## src/hdl/dks_pkg.sv

```systemverilog
// Shared types, constants and command structs for the dedup key set table.
package dks_pkg;

   localparam int ENTRIES_DEF  = 16;
   localparam int KEY_BITS_DEF = 16;

   localparam int OP_W    = 2;
   localparam int KEY_W   = 16;
   localparam int TOTAL_W = 5;

   localparam logic [OP_W-1:0] OP_LOOKUP = 2'd0;
   localparam logic [OP_W-1:0] OP_ADD    = 2'd1;
   localparam logic [OP_W-1:0] OP_REMOVE = 2'd2;

   typedef struct packed {
      logic [OP_W-1:0]  operation;
      logic [KEY_W-1:0] key;
   } req_type;

   typedef struct packed {
      logic               was_present;
      logic [TOTAL_W-1:0] element_total;
      logic               add_refused;
   } rsp_type;

   typedef struct packed {
      logic load;
      logic issue;
      logic update;
   } cmd_type;

   typedef struct packed {
      logic last_issue;
      logic out_free;
   } stat_type;

endpackage

```

## src/hdl/dedup_key_set_table.sv

```systemverilog
// A request is accepted only in idle; the scan, drain and update states follow, and update
// waits until the result register is free. The scan reads one key slot per cycle from
// the single read port of the key RAM.
// A finished result waits in an output register while the next request is accepted.
// Reset (synchronous, active high) empties the set: valid bits and count clear at once;
// key RAM contents stay undefined and are never compared until written.
module dedup_key_set_table #(
   parameter int ENTRIES  = dks_pkg::ENTRIES_DEF,
   parameter int KEY_BITS = dks_pkg::KEY_BITS_DEF
) (
   input  logic             clock,
   input  logic             reset,
   input  logic             req_valid,
   output logic             req_ready,
   input  dks_pkg::req_type req_data,
   output logic             rsp_valid,
   input  logic             rsp_ready,
   output dks_pkg::rsp_type rsp_data
);

   dks_pkg::cmd_type  cmd;
   dks_pkg::stat_type stat;

   dks_ctrl u_ctrl (
      .clock    (clock),
      .reset    (reset),
      .req_valid(req_valid),
      .req_ready(req_ready),
      .stat     (stat),
      .cmd      (cmd)
   );

   dks_datapath #(
      .ENTRIES (ENTRIES),
      .KEY_BITS(KEY_BITS)
   ) u_datapath (
      .clock    (clock),
      .reset    (reset),
      .req_data (req_data),
      .cmd      (cmd),
      .stat     (stat),
      .rsp_valid(rsp_valid),
      .rsp_ready(rsp_ready),
      .rsp_data (rsp_data)
   );

endmodule

```

## src/hdl/dks_ram.sv

```systemverilog
// Generic simple dual-port RAM with registered read.
module dks_ram #(
   parameter int WIDTH = 16,
   parameter int DEPTH = 16,
   parameter int AW    = (DEPTH > 1) ? $clog2(DEPTH) : 1
) (
   input  logic             clock,
   input  logic             wr_en,
   input  logic [AW-1:0]    wr_addr,
   input  logic [WIDTH-1:0] wr_data,
   input  logic             rd_en,
   input  logic [AW-1:0]    rd_addr,
   output logic [WIDTH-1:0] rd_data
);

   logic [WIDTH-1:0] mem_ff [DEPTH];
   logic [WIDTH-1:0] rd_data_ff;

   always_ff @(posedge clock) begin
      if (wr_en) begin
         mem_ff[wr_addr] <= wr_data;
      end
      if (rd_en) begin
         rd_data_ff <= mem_ff[rd_addr];
      end
   end

   assign rd_data = rd_data_ff;

endmodule

```

## src/hdl/dks_ctrl.sv

```systemverilog
// Controller state machine: accept, scan, drain, update.
module dks_ctrl (
   input  logic              clock,
   input  logic              reset,
   input  logic              req_valid,
   output logic              req_ready,
   input  dks_pkg::stat_type stat,
   output dks_pkg::cmd_type  cmd
);

   typedef enum logic [1:0] {
      ST_IDLE,
      ST_SCAN,
      ST_DRAIN,
      ST_UPDATE
   } state_type;

   state_type state_ff;
   state_type state_in;

   always_comb begin
      state_in = state_ff;
      case (state_ff)
         ST_IDLE: begin
            if (req_valid) begin
               state_in = ST_SCAN;
            end
         end
         ST_SCAN: begin
            if (stat.last_issue) begin
               state_in = ST_DRAIN;
            end
         end
         ST_DRAIN: begin
            state_in = ST_UPDATE;
         end
         ST_UPDATE: begin
            // hold until the result register can take the transaction
            if (stat.out_free) begin
               state_in = ST_IDLE;
            end
         end
         default: begin
            state_in = ST_IDLE;
         end
      endcase
   end

   always_ff @(posedge clock) begin
      if (reset) begin
         state_ff <= ST_IDLE;
      end else begin
         state_ff <= state_in;
      end
   end

   assign req_ready  = (state_ff == ST_IDLE);
   assign cmd.load   = (state_ff == ST_IDLE) && req_valid;
   assign cmd.issue  = (state_ff == ST_SCAN);
   assign cmd.update = (state_ff == ST_UPDATE) && stat.out_free;

endmodule

```

## src/hdl/dks_datapath.sv

```systemverilog
// Datapath: key store, valid bits, scan compare, count and result register.
module dks_datapath #(
   parameter int ENTRIES  = dks_pkg::ENTRIES_DEF,
   parameter int KEY_BITS = dks_pkg::KEY_BITS_DEF
) (
   input  logic              clock,
   input  logic              reset,
   input  dks_pkg::req_type  req_data,
   input  dks_pkg::cmd_type  cmd,
   output dks_pkg::stat_type stat,
   output logic              rsp_valid,
   input  logic              rsp_ready,
   output dks_pkg::rsp_type  rsp_data
);

   localparam int IDX_W = (ENTRIES > 1) ? $clog2(ENTRIES) : 1;
   localparam int CNT_W = $clog2(ENTRIES + 1);
   localparam logic [IDX_W-1:0] LAST_IDX = IDX_W'(ENTRIES - 1);

   logic [dks_pkg::OP_W-1:0] op_ff;
   logic [KEY_BITS-1:0]      key_ff;
   logic [IDX_W-1:0]         rd_idx_ff, rd_idx_in;
   logic                     cmp_vld_ff;
   logic [IDX_W-1:0]         cmp_idx_ff;
   logic                     hit_ff, hit_in;
   logic [IDX_W-1:0]         hit_idx_ff, hit_idx_in;
   logic                     free_ff, free_in;
   logic [IDX_W-1:0]         free_idx_ff, free_idx_in;
   logic [ENTRIES-1:0]       valid_ff, valid_in;
   logic [CNT_W-1:0]         count_ff, count_in;
   logic                     rsp_valid_ff, rsp_valid_in;
   dks_pkg::rsp_type         rsp_ff;
   logic [KEY_BITS-1:0]      rd_key;
   logic                     do_add, do_remove, refused;

   dks_ram #(
      .WIDTH(KEY_BITS),
      .DEPTH(ENTRIES),
      .AW   (IDX_W)
   ) u_key_ram (
      .clock  (clock),
      .wr_en  (cmd.update && do_add),
      .wr_addr(free_idx_ff),
      .wr_data(key_ff),
      .rd_en  (cmd.issue),
      .rd_addr(rd_idx_ff),
      .rd_data(rd_key)
   );

   // scan: issue one read per cycle, compare the returned slot in the cycle after its read
   always_comb begin
      rd_idx_in   = rd_idx_ff;
      hit_in      = hit_ff;
      hit_idx_in  = hit_idx_ff;
      free_in     = free_ff;
      free_idx_in = free_idx_ff;
      if (cmd.load) begin
         rd_idx_in = '0;
         hit_in    = 1'b0;
         free_in   = 1'b0;
      end else begin
         if (cmd.issue && (rd_idx_ff != LAST_IDX)) begin
            rd_idx_in = rd_idx_ff + 1'b1;
         end
         if (cmp_vld_ff) begin
            if (valid_ff[cmp_idx_ff] && (rd_key == key_ff) && !hit_ff) begin
               hit_in     = 1'b1;
               hit_idx_in = cmp_idx_ff;
            end
            if (!valid_ff[cmp_idx_ff] && !free_ff) begin
               free_in     = 1'b1;
               free_idx_in = cmp_idx_ff;
            end
         end
      end
   end

   assign do_add    = (op_ff == dks_pkg::OP_ADD) && !hit_ff && free_ff;
   assign do_remove = (op_ff == dks_pkg::OP_REMOVE) && hit_ff;
   assign refused   = (op_ff == dks_pkg::OP_ADD) && !hit_ff && !free_ff;

   always_comb begin
      valid_in     = valid_ff;
      count_in     = count_ff;
      rsp_valid_in = rsp_valid_ff;
      if (rsp_ready) begin
         rsp_valid_in = 1'b0;
      end
      if (cmd.update) begin
         rsp_valid_in = 1'b1;
         if (do_add) begin
            valid_in[free_idx_ff] = 1'b1;
            count_in              = count_ff + 1'b1;
         end else if (do_remove) begin
            valid_in[hit_idx_ff] = 1'b0;
            count_in             = count_ff - 1'b1;
         end
      end
   end

   always_ff @(posedge clock) begin
      if (reset) begin
         valid_ff     <= '0;
         count_ff     <= '0;
         rsp_valid_ff <= 1'b0;
         cmp_vld_ff   <= 1'b0;
         hit_ff       <= 1'b0;
         free_ff      <= 1'b0;
      end else begin
         valid_ff     <= valid_in;
         count_ff     <= count_in;
         rsp_valid_ff <= rsp_valid_in;
         cmp_vld_ff   <= cmd.issue;
         hit_ff       <= hit_in;
         free_ff      <= free_in;
      end
   end

   always_ff @(posedge clock) begin
      rd_idx_ff   <= rd_idx_in;
      cmp_idx_ff  <= rd_idx_ff;
      hit_idx_ff  <= hit_idx_in;
      free_idx_ff <= free_idx_in;
      if (cmd.load) begin
         op_ff  <= req_data.operation;
         key_ff <= KEY_BITS'(req_data.key);
      end
      if (cmd.update) begin
         rsp_ff.was_present   <= hit_ff;
         rsp_ff.element_total <= dks_pkg::TOTAL_W'(count_in);
         rsp_ff.add_refused   <= refused;
      end
   end

   assign stat.last_issue = (rd_idx_ff == LAST_IDX);
   assign stat.out_free   = !rsp_valid_ff || rsp_ready;
   assign rsp_valid       = rsp_valid_ff;
   assign rsp_data        = rsp_ff;

`ifndef SYNTHESIS
   a_count_matches_valid: assert property (@(posedge clock) disable iff (reset)
      count_ff == CNT_W'($countones(valid_ff)))
      else $error("held count disagrees with valid bits");

   a_count_bound: assert property (@(posedge clock) disable iff (reset)
      count_ff <= CNT_W'(ENTRIES))
      else $error("held count above table size");

   a_update_shows_result: assert property (@(posedge clock) disable iff (reset)
      cmd.update |=> rsp_valid_ff)
      else $error("update did not present a result");

   a_refuse_only_absent: assert property (@(posedge clock) disable iff (reset)
      (rsp_valid_ff && rsp_ff.add_refused) |-> !rsp_ff.was_present)
      else $error("refused add reported a present key");
`endif

endmodule
```

## config.mk

```make
export PLATFORM = sky130hd
export DESIGN_NAME = dedup_key_set_table
export DESIGN_NICKNAME = d
export VERILOG_FILES = /design/src/hdl/dks_pkg.sv /design/src/hdl/dedup_key_set_table.sv /design/src/hdl/dks_ram.sv /design/src/hdl/dks_ctrl.sv /design/src/hdl/dks_datapath.sv
export SDC_FILE = /design/constraint.sdc
export NUM_CORES = 1
export LEC_CHECK = 0
export BUFFER_PORTS_ARGS = -buffer_cell sky130_fd_sc_hd__buf_2
export CORE_MARGIN = 5
export CORE_UTILIZATION = 50
export CTS_BUF_LIST = sky130_fd_sc_hd__clkbuf_4
export DETAILED_ROUTE_END_ITERATION = 8
export GPL_ROUTABILITY_DRIVEN = 0
export PLACE_DENSITY_LB_ADDON = 0.3
export SETUP_SLACK_MARGIN = 0.1
export SYNTH_ARGS = -nofsm -noshare
export SYNTH_HDL_FRONTEND = slang
export SYNTH_SLANG_ARGS = --single-unit
```

## constraint.sdc

```tcl
create_clock -name clock -period 3.5 [get_ports clock]
set_input_delay 0.525 -clock clock [delete_from_list [all_inputs] [get_ports clock]]
set_output_delay 0.525 -clock clock [all_outputs]
set_load 0.02 [all_outputs]
```

### Word-level counts from Yosys, hierarchy flattened

Memory sizes are Yosys's and may differ from the RTL's. A register that Yosys moved wholly into a read port is not among the register bits.
Cells that the tools add are included.

| word-level totals | value |
|---|---|
| flip-flop bits (word level) | 68 |
| memory bits (writable) | 256 |
| bits of input ports | 22 |
| output and inout bits | 9 |
| word-level logic and storage cells | 87 |
| memories kept | 1 |

Memory list:

| memory | depth | bits a word | read ports | clocked after Yosys merged registers in | wr ports | line | text |
|---|---|---|---|---|---|---|---|
| u_datapath.u_key_ram.mem_ff | 16 | 16 | 1 | 1 | 1 | dks_ram.sv:16 | `logic [WIDTH-1:0] mem_ff [DEPTH];` |

| operators by class | value |
|---|---|
| add/sub/neg operators | 3 |
| $lt $le $gt $ge | 5 |
| equality and inequality tests | 11 |
| muxes and demuxes | 19 |
| bitwise operators | 4 |
| reductions and logical operators | 28 |

Operators by type and width:

| operator | number |
|---|---|
| 16-bit 2-to-1 mux | 2 |
| 16-bit AND | 1 |
| 16-bit == test | 1 |
| 16-bit inverter | 1 |
| 16-bit bitwise OR | 1 |
| 4-bit by 5-bit less-than comparator with 1-bit output, second input constant | 3 |
| 5-bit 2-to-1 mux | 3 |
| 1-bit logical AND | 13 |
| 3-bit AND reduction | 3 |
| 1-bit demux with 4-bit select | 2 |
| 4-bit by 1-bit greater-or-equal comparator with 1-bit output, second input constant | 2 |
| 2-bit one-hot mux with 4 select lines | 1 |
| 1-bit 2-to-1 mux | 7 |
| 2-bit == test, second input constant | 3 |
| 2-bit 2-to-1 mux | 3 |
| 2-bit AND reduction | 3 |
| 5-bit by 1-bit adder with 5-bit output, second input constant | 1 |
| 5-bit by 1-bit subtractor with 5-bit output, second input constant | 1 |
| 4-bit by 1-bit adder with 4-bit output, second input constant | 1 |
| 1-bit binary-select mux with 4-bit select | 1 |
| 2-bit by 1-bit == test with 1-bit output, second input constant | 2 |
| 4-bit == test, second input constant | 1 |
| 1-bit logical NOT | 4 |
| 2-bit inequality test, second input constant | 2 |
| other kinds (7) | 8 |

### Longest topological paths before layout

Gate-level depths: netlist (run 1).

| depth | value |
|---|---|
| word-level depth | 8 |
| depth in mapped cells | 7 |
| depth with buffers taken out | 7 |

### Hierarchy

Synthesis (run 1) repeated with hierarchy kept, for this count alone.

| unflattened totals | value |
|---|---|
| cells, all modules | 692 |
| area total of the unflattened synthesis | 13232.7 um2 |

Modules (own cells, without submodules):

| module | instances | cells each | area each (um2) | sequential area each (um2) |
|---|---|---|---|---|
| dks_ram | 1 | 432 | 10203.5 | 8167.8 |
| dks_datapath | 1 | 241 | 2857.7 | 1651.6 |
| dks_ctrl | 1 | 19 | 171.4 | 40.0 |

### Worst setup path before layout (run 1)

No wires, ideal clock.

| timing | value |
|---|---|
| path type | input port to flip-flop |
| start | input port rsp_ready |
| end | memory u_datapath.u_key_ram.mem_ff[3][0], enable pin |
| setup time | 412 ps |
| arrival time | 2402 ps |
| required time | 3088 ps |
| setup slack | 686 ps |
| stages | 5 |
| path buffers | 0 |
| cells stage by stage | nand2b_1 -> nand2_1 -> inv_1 -> nand4_1 -> nor3_1 |

RTL lines:

| item | line | text |
|---|---|---|
| from (decl) | dedup_key_set_table.sv:17 | `input logic rsp_ready,` |
| to (decl) | dks_ram.sv:16 |  |

### Worst setup path in the final report (run 1)

| timing | value |
|---|---|
| start | register u_datapath.op_ff[1] in the netlist's numbering |
| end | memory u_datapath.u_key_ram.mem_ff[8][6], enable pin |

| between the ends | value |
|---|---|
| word-level cells in the longest chain between the ends | 6 |

RTL lines:

| item | line | text |
|---|---|---|
| from (decl) | dks_datapath.sv:20 | `logic [dks_pkg::OP_W-1:0] op_ff;` |
| from (signal assigned) | dks_datapath.sv:125 | `op_ff <= req_data.operation;` |
| 2-bit by 1-bit == test with 1-bit output | dks_datapath.sv:78 | `assign do_add = (op_ff == dks_pkg::OP_ADD) && !hit_ff && free_ff;` |
| 1-bit logical AND (2 in series) | dks_datapath.sv:78 |  |
| 1-bit logical AND | dks_datapath.sv:42 | `.wr_en (cmd.update && do_add),` |
| 1-bit 2-to-1 mux | dks_ram.sv:20 | `if (wr_en) begin` |
| 1-bit 2-to-1 mux (implied by the code) | dks_ram.sv:21 | `mem_ff[wr_addr] <= wr_data;` |

Every way passes these cells.

==> results of run 1 <==
cell usage after synthesis (2+ instances only):
library cell	number	area share, %
o21a_1	12	0.69
nor2b_1	7	0.33
and4_1	2	0.13
a21oi_1	13	0.50
nor3_2	2	0.15
ha_1	7	0.67
buf_12	3	0.46
nand2_1	9	0.26
buf_2	4	0.15
dfxtp_1	35	5.3
o21ai_0	3	0.11
mux2i_1	5	0.38
nor4_1	2	0.096
clkbuf_4	3	0.17
buf_4	3	0.17
nand3_1	2	0.076
xnor2_1	11	0.74
nor3_1	5	0.19
buf_6	2	0.17
nor2_1	31	0.89
inv_1	10	0.29
and2_1	2	0.096
mux4_2	71	12
nor4b_1	2	0.13
a31oi_1	7	0.33
a211oi_1	4	0.23
xor2_1	12	0.80
mux4_1	13	2.6
clkbuf_1	7	0.20
edfxtp_1	305	70
nand4_1	7	0.33
nor3b_1	2	0.11
registers in the layout, indices dropped and copies added, names as in the netlist:
signal	cells
u_ctrl.state_ff	2
u_datapath.cmp_idx_ff	4
u_datapath.cmp_vld_ff	1
u_datapath.count_ff	5
u_datapath.free_ff	1
u_datapath.free_idx_ff	4
u_datapath.hit_ff	1
u_datapath.hit_idx_ff	4
u_datapath.key_ff	16
u_datapath.op_ff	2
u_datapath.rd_idx_ff	4
u_datapath.rsp_data	7
u_datapath.rsp_valid	1
u_datapath.u_key_ram.mem_ff	256
u_datapath.u_key_ram.rd_data	16
u_datapath.valid_ff	16
per-layer routing:
metal | vias up | track usage, % | wire length, um
met3 | 47 | 4.73 | 1710
met5 | - | 0 | 0
met4 | 0 | 7.35 | 640
met1 | 3383 | 24.4 | 10900
li1 | 2912 | - | -
met2 | 240 | 33.2 | 14400
timing repair:
item,CTS,global route
endpoints found under the setup margin,0,0
setup buffers,0,0
resized for setup,0,0
hold endpoints to repair,18,0
hold buffers,18,0
area by class of cell:
type / instances / area share, %
clock inverter: 35 / 1.19
antenna: 2 / 0.0333
clock buffer: 113 / 5.64
timing repair buffer: 84 / 4.24
multi-input combinational: 244 / 20.3
inverter: 10 / 0.249
tap: 335 / 2.79
sequential: 340 / 65.6
power by group through the flow:
| stage | logic, W | registers (W) | clock network [W] |
|---|---|---|---|
| finish | 0.00167 | 0.00518 | 0.00312 |
| global route | 0.00179 | 0.00522 | 0.00345 |
| CTS | 0.00171 | 0.00519 | 0.00321 |
| detailed placement | 0.00169 | 0.00527 | 0 |
| global placement | 0.00165 | 0.00526 | 0 |
| floorplan | 0.00124 | 0.00511 | 0 |
logic make-up after synthesis:
logic type,Yosys count
flops,340
fa+ha+maj,7
mux,89
simple gates,82
buf+inv,34
xor+xnor,23
compound gates,43
metrics by stage:
step           power, W  std cells  utilization, %  hold slack, ns  setup WS (ns)
3_5_place_dp    0.00696        995            53.4           0.450          0.862
4_1_cts          0.0101       1161            58.1           0.109          0.915
3_3_place_gp    0.00691        995            53.4           0.446          0.920
2_1_floorplan   0.00636        618               -           0.332          0.686
6_report        0.00997       1163            58.1           0.173          0.925
5_1_grt          0.0105       1163            58.1           0.159          0.780
worst max-delay path by stage:
stage,to
5_1_grt,u_datapath.u_key_ram.mem_ff[11][2]
6_report,u_datapath.u_key_ram.mem_ff[8][6]
3_3_place_gp,u_datapath.u_key_ram.mem_ff[11][15]
3_5_place_dp,u_datapath.u_key_ram.mem_ff[11][14]
4_1_cts,u_datapath.u_key_ram.mem_ff[2][13]
2_1_floorplan,u_datapath.u_key_ram.mem_ff[3][0]
worst max-delay path, cell delays in order (launching register included):
cell	delay, ns
edfxtp_1	0.43
and4bb_2	0.44
nand3_2	0.15
or3_1	0.48
nor2_2	0.45
buf_4	0.31
==> metrics, run 1 <==
CTS root buffer clkbuf_4; Fill cells 1909; Die Width 172 um; syn_nets 647; Reg area 9860 um^2; crit path launch u_datapath.op_ff[1]; Final Setup Violations 0; R2R depth 5; Min-Delay Endpoint u_datapath.rsp_valid; initial detailed-routing violation count 551; crit end category flop; Worst-path clk slew 0.07 ns; WL per Instance 23.8 um; die area 29500 um^2; H-tree depth 3; largest net degree at the start of global routing 54; Max clock buf depth 3; clock sink count 340; Buffers on Ports 30; total wire length 27700 um; placed instance area 13800 um^2; I/O pin cnt 31; sequential fraction of the synthesis area 75.3%; DR pass1 iterations 5; CTS tree yes; global route overflow 0; Crit Path Class reg2reg; WHS Path Cells 4; register bit count reported by yosys 340; reg2reg end u_datapath.u_key_ram.mem_ff[8][6]; P_int 0.00725 W; Post-Synth Adder-Cell Area 0.669%; nets 794; drt drc 0; P_sw 0.00272 W; sw frac 27.2%; CP Data Required Time 3.85 ns; post-route ant nets 0; post-synthesis compound-gate area fraction 2.11%; synth unique cells 47; HP Start rsp_ready; Layout area overhead 14.9%; vias post-DR 6582; max-cap check violation count 0; RR Startpoint u_datapath.op_ff[1]; final setup TNS 0 ns; outcome finished, final reports clean; layout cells sized above 1 34.5%; CTS buffer count 85; Period Utilization, post-route 73.6%; routed vias/inst 5.66; area taken by multi-input logic gates 3060 um^2; dpl hpwl 17500 um; clk_lat worst skew 0.69 ns; Main synth FF type edfxtp_1; chip height 172 um; most common cell after layout, fill and taps aside edfxtp_1; startpoint type of the worst setup path flop; crit-path max FO 10; Arr. time, crit path 2.93 ns; Post-synth ARST share 0%; Hold WC Path Type in2reg; Worst Max-Slew Pin Slew 0.835 ns; combinational family with the most area after synthesis multiplexers; first-pass GRT wire length 42200 um; combinational power share 16.8%; Cell Rows 59; post-synthesis cell count 618; P_leak 4.93 nW; post-synthesis mux area share 15.2%; Max Freq 388 MHz; initial antenna violation count 2; PwrDens 663 nW/um^2; average cell area after synthesis 21.2 um^2; Clock Skew 0.0435 ns; Synth Cell Area 13100 um^2; maximum vdd drop 0.559 mV; Hold Fails Final Rpt 0; XOR/XNOR Fraction of Synth Area 1.54%; Clk pwr share 31.3%; starting density of the core 50.6%; number of global-route vias before repair 7257; register share of total power 52.0%; max-slew violations 0; fin crit period 2.57 ns; Post-Synth Simple-Gate Area 3.42%; most frequent cells in the layout edfxtp_1, clkbuf_4, mux4_2, buf_4, dfxtp_1; synth warn 0; RSZ-0062 raised after global routing no; fin area 15000 um^2; Max-Slew Margin vs Limit 44.4%; Core ar. 25900 um^2; All-Layer GR Usage 19.5%; number of synthesized flops with an enable pin 305; register-to-register setup slack 0.93 ns
Note: power is estimated with default switching activity, not from simulation.
==> inputs of run 2 (changes only) <==
- clock period: 3.5 -> 2.17 ns (I/O delays scaled with it)
==> run 2 against run 1 <==
Combinational power up 86%. Largest cell class unchanged. Global-route usage up 0.13 points. Non-clock buffer count up 37. Largest power group unchanged. Flip-flop and latch count did not move. Clock power rose by 62%.
==> metrics, run 2 (synthesis gave the netlist of run 1 again) <==
starting density of the core 50.6% (unchanged); crit-path max FO 16 (was 10); nets 832 (was 794); Max Freq 479 MHz (was 388 MHz); RR Startpoint u_datapath.op_ff[1] (unchanged); Worst-path clk slew 0.06 ns (was 0.07 ns); number of global-route vias before repair 7100 (was 7257); Final Setup Violations 0 (unchanged); met1 usage 26.3% (was 24.4%); die area 29500 um^2 (unchanged); global route overflow 0 (unchanged); fin area 15700 um^2 (was 15000 um^2); routed vias/inst 5.64 (was 5.66); Biggest register u_datapath.u_key_ram.mem_ff (unchanged); most common cell after layout, fill and taps aside edfxtp_1 (unchanged); layout cells sized above 1 39.2% (was 34.5%); placed instance area 14300 um^2 (was 13800 um^2); CTS root buffer clkbuf_4 (unchanged); fin crit period 2.09 ns (was 2.57 ns); Arr. time, crit path 2.43 ns (was 2.93 ns); dpl hpwl 16300 um (was 17500 um); Max clock buf depth 3 (unchanged); crit path launch u_datapath.op_ff[1] (unchanged); Cell Rows 59 (unchanged); drt drc 0 (unchanged); CP Data Required Time 2.51 ns (was 3.85 ns); I/O pin cnt 31 (unchanged); HP Start reset (was rsp_ready); clock sink count 340 (unchanged); Period Utilization, post-route 96.1% (was 73.6%); vias post-DR 6770 (was 6582); Core ar. 25900 um^2 (unchanged); CTS buffer count 86 (was 85); CTS tree yes (unchanged); CP max stage cell or3b_4 (was or3_1); met3 Usage GRT 4.21% (was 4.73%); final setup TNS 0 ns (unchanged); max-cap check violation count 0 (unchanged); total wire length 28100 um (was 27700 um); initial detailed-routing violation count 567 (was 551); CP cell instances and4bb_2, nand3_2, or3b_4, nor3_4, buf_12 (was and4bb_2, nand3_2, or3_1, nor2_2, buf_4); dpl ws -0.118 ns (was 0.862 ns); maximum vdd drop 0.677 mV (was 0.559 mV); Max-Slew Margin vs Limit 61.1% (was 44.4%); clk_lat worst skew 0.70 ns (was 0.69 ns); WL per Instance 23.4 um (was 23.8 um); Hold WC Path Type in2reg (unchanged); startpoint type of the worst setup path flop (unchanged); PwrDens 1030 nW/um^2 (was 663 nW/um^2); crit end category flop (unchanged); H-tree depth 3 (unchanged); DR pass1 iterations 5 (unchanged); RSZ-0062 raised after global routing yes (was no); initial antenna violation count 1 (was 2); grt met2 use 32.4% (was 33.2%); largest net degree at the start of global routing 42 (was 54); Buffers on Ports 30 (unchanged); most frequent cells in the layout edfxtp_1, clkbuf_4, mux4_2, buf_4, dfxtp_1 (unchanged); CP peak stage delay 0.45 ns (was 0.48 ns); gr busiest metal met2 (unchanged); All-Layer GR Usage 19.6% (was 19.5%); Crit Path Class reg2reg (unchanged); post-route ant nets 0 (unchanged); first-pass GRT wire length 42200 um (about the same); Final WS setup 0.0840 ns (was 0.925 ns); outcome finished, final reports clean (unchanged); Die Width 172 um (unchanged); Worst Max-Slew Pin Slew 0.583 ns (was 0.835 ns); max reg flops 256 (unchanged); Hold Fails Final Rpt 0 (unchanged); chip height 172 um (unchanged); max-slew violations 0 (unchanged); Fill cells 1822 (was 1909); Clock Skew 0.0670 ns (was 0.0435 ns); Layout area overhead 20.0% (was 14.9%); total power 0.0162 W (was 0.00997 W); P_leak 5.21 nW (was 4.93 nW)
[run 2: cell count changes in the layout (fill, tap and decap cells not counted), sizes merged]
cell / change
bufinv: -1
dlygate4sd3: +1
buf: +35
inv: -1
clkbuf: +10
diode: -1
clkinv: -6
[run 2: final timing paths]
| path | end | slack (ns) | cells after the start |
|---|---|---|---|
| setup / recovery | u_datapath.u_key_ram.mem_ff[2][3] | 0.08 | 5 |
| hold / removal | u_datapath.cmp_vld_ff | 0.06 | 2 |
| setup reg to reg | u_datapath.u_key_ram.mem_ff[2][3] | 0.08 | 5 |
| hold reg to reg | u_datapath.valid_ff[8] | 0.48 | 1 |
[run 2: area by class of cell]
class	count	area (um^2)	share of cell area, %
Tap cell	335	419	2.67
Multi-Input combinational cell	244	3180	20.2
Sequential cell	340	9870	62.8
Clock buffer	122	916	5.83
Antenna cell	1	2.50	0.0159
Clock inverter	27	120	0.764
Inverter	10	37.5	0.239
Timing Repair Buffer	121	1170	7.48
[run 2: per-layer routing]
layer | share of wire, % | wire (um)
met5 | 0 | 0
met4 | 1.8 | 503
met3 | 5.8 | 1630
met2 | 51 | 14200
met1 | 42 | 11700
[run 2: critical path: cells and delay by family (launching register included)]
| family | cells | cell delay [ns] |
|---|---|---|
| AND/OR/NAND/NOR | 4 | 1.12 |
| buffers and inverters | 1 | 0.20 |
| flip-flops | 1 | 0.41 |
[run 2: per-stage QoR]
| stage | hold WS (ns) | utilization, % | cells |
|---|---|---|---|
| floorplan | 0.332 | - | 618 |
| global placement | 0.455 | 55.1 | 1017 |
| detailed placement | 0.463 | 55.1 | 1017 |
| CTS | 0.00267 | 59.9 | 1186 |
| global route | 0.0660 | 60.7 | 1200 |
| finish | 0.0573 | 60.7 | 1200 |
[run 2: where the power goes]
group	internal, W	total (W)	switching (W)	leakage [nW]
combinational	0.00155	0.00310	0.00156	1.56
clock	0.00259	0.00504	0.00245	0.609
sequential	0.00781	0.00811	0.000299	3.04
[run 2: repair_timing]
action / 4_1_cts / 5_1_grt
hold endpoints to repair: 19 / 0
hold buffers: 19 / 0
resized for setup: 6 / 14
buffers inserted: 1 / 11
cloned: 0 / 2
pin swaps: 0 / 2
endpoints found under the setup margin: 45 / 141
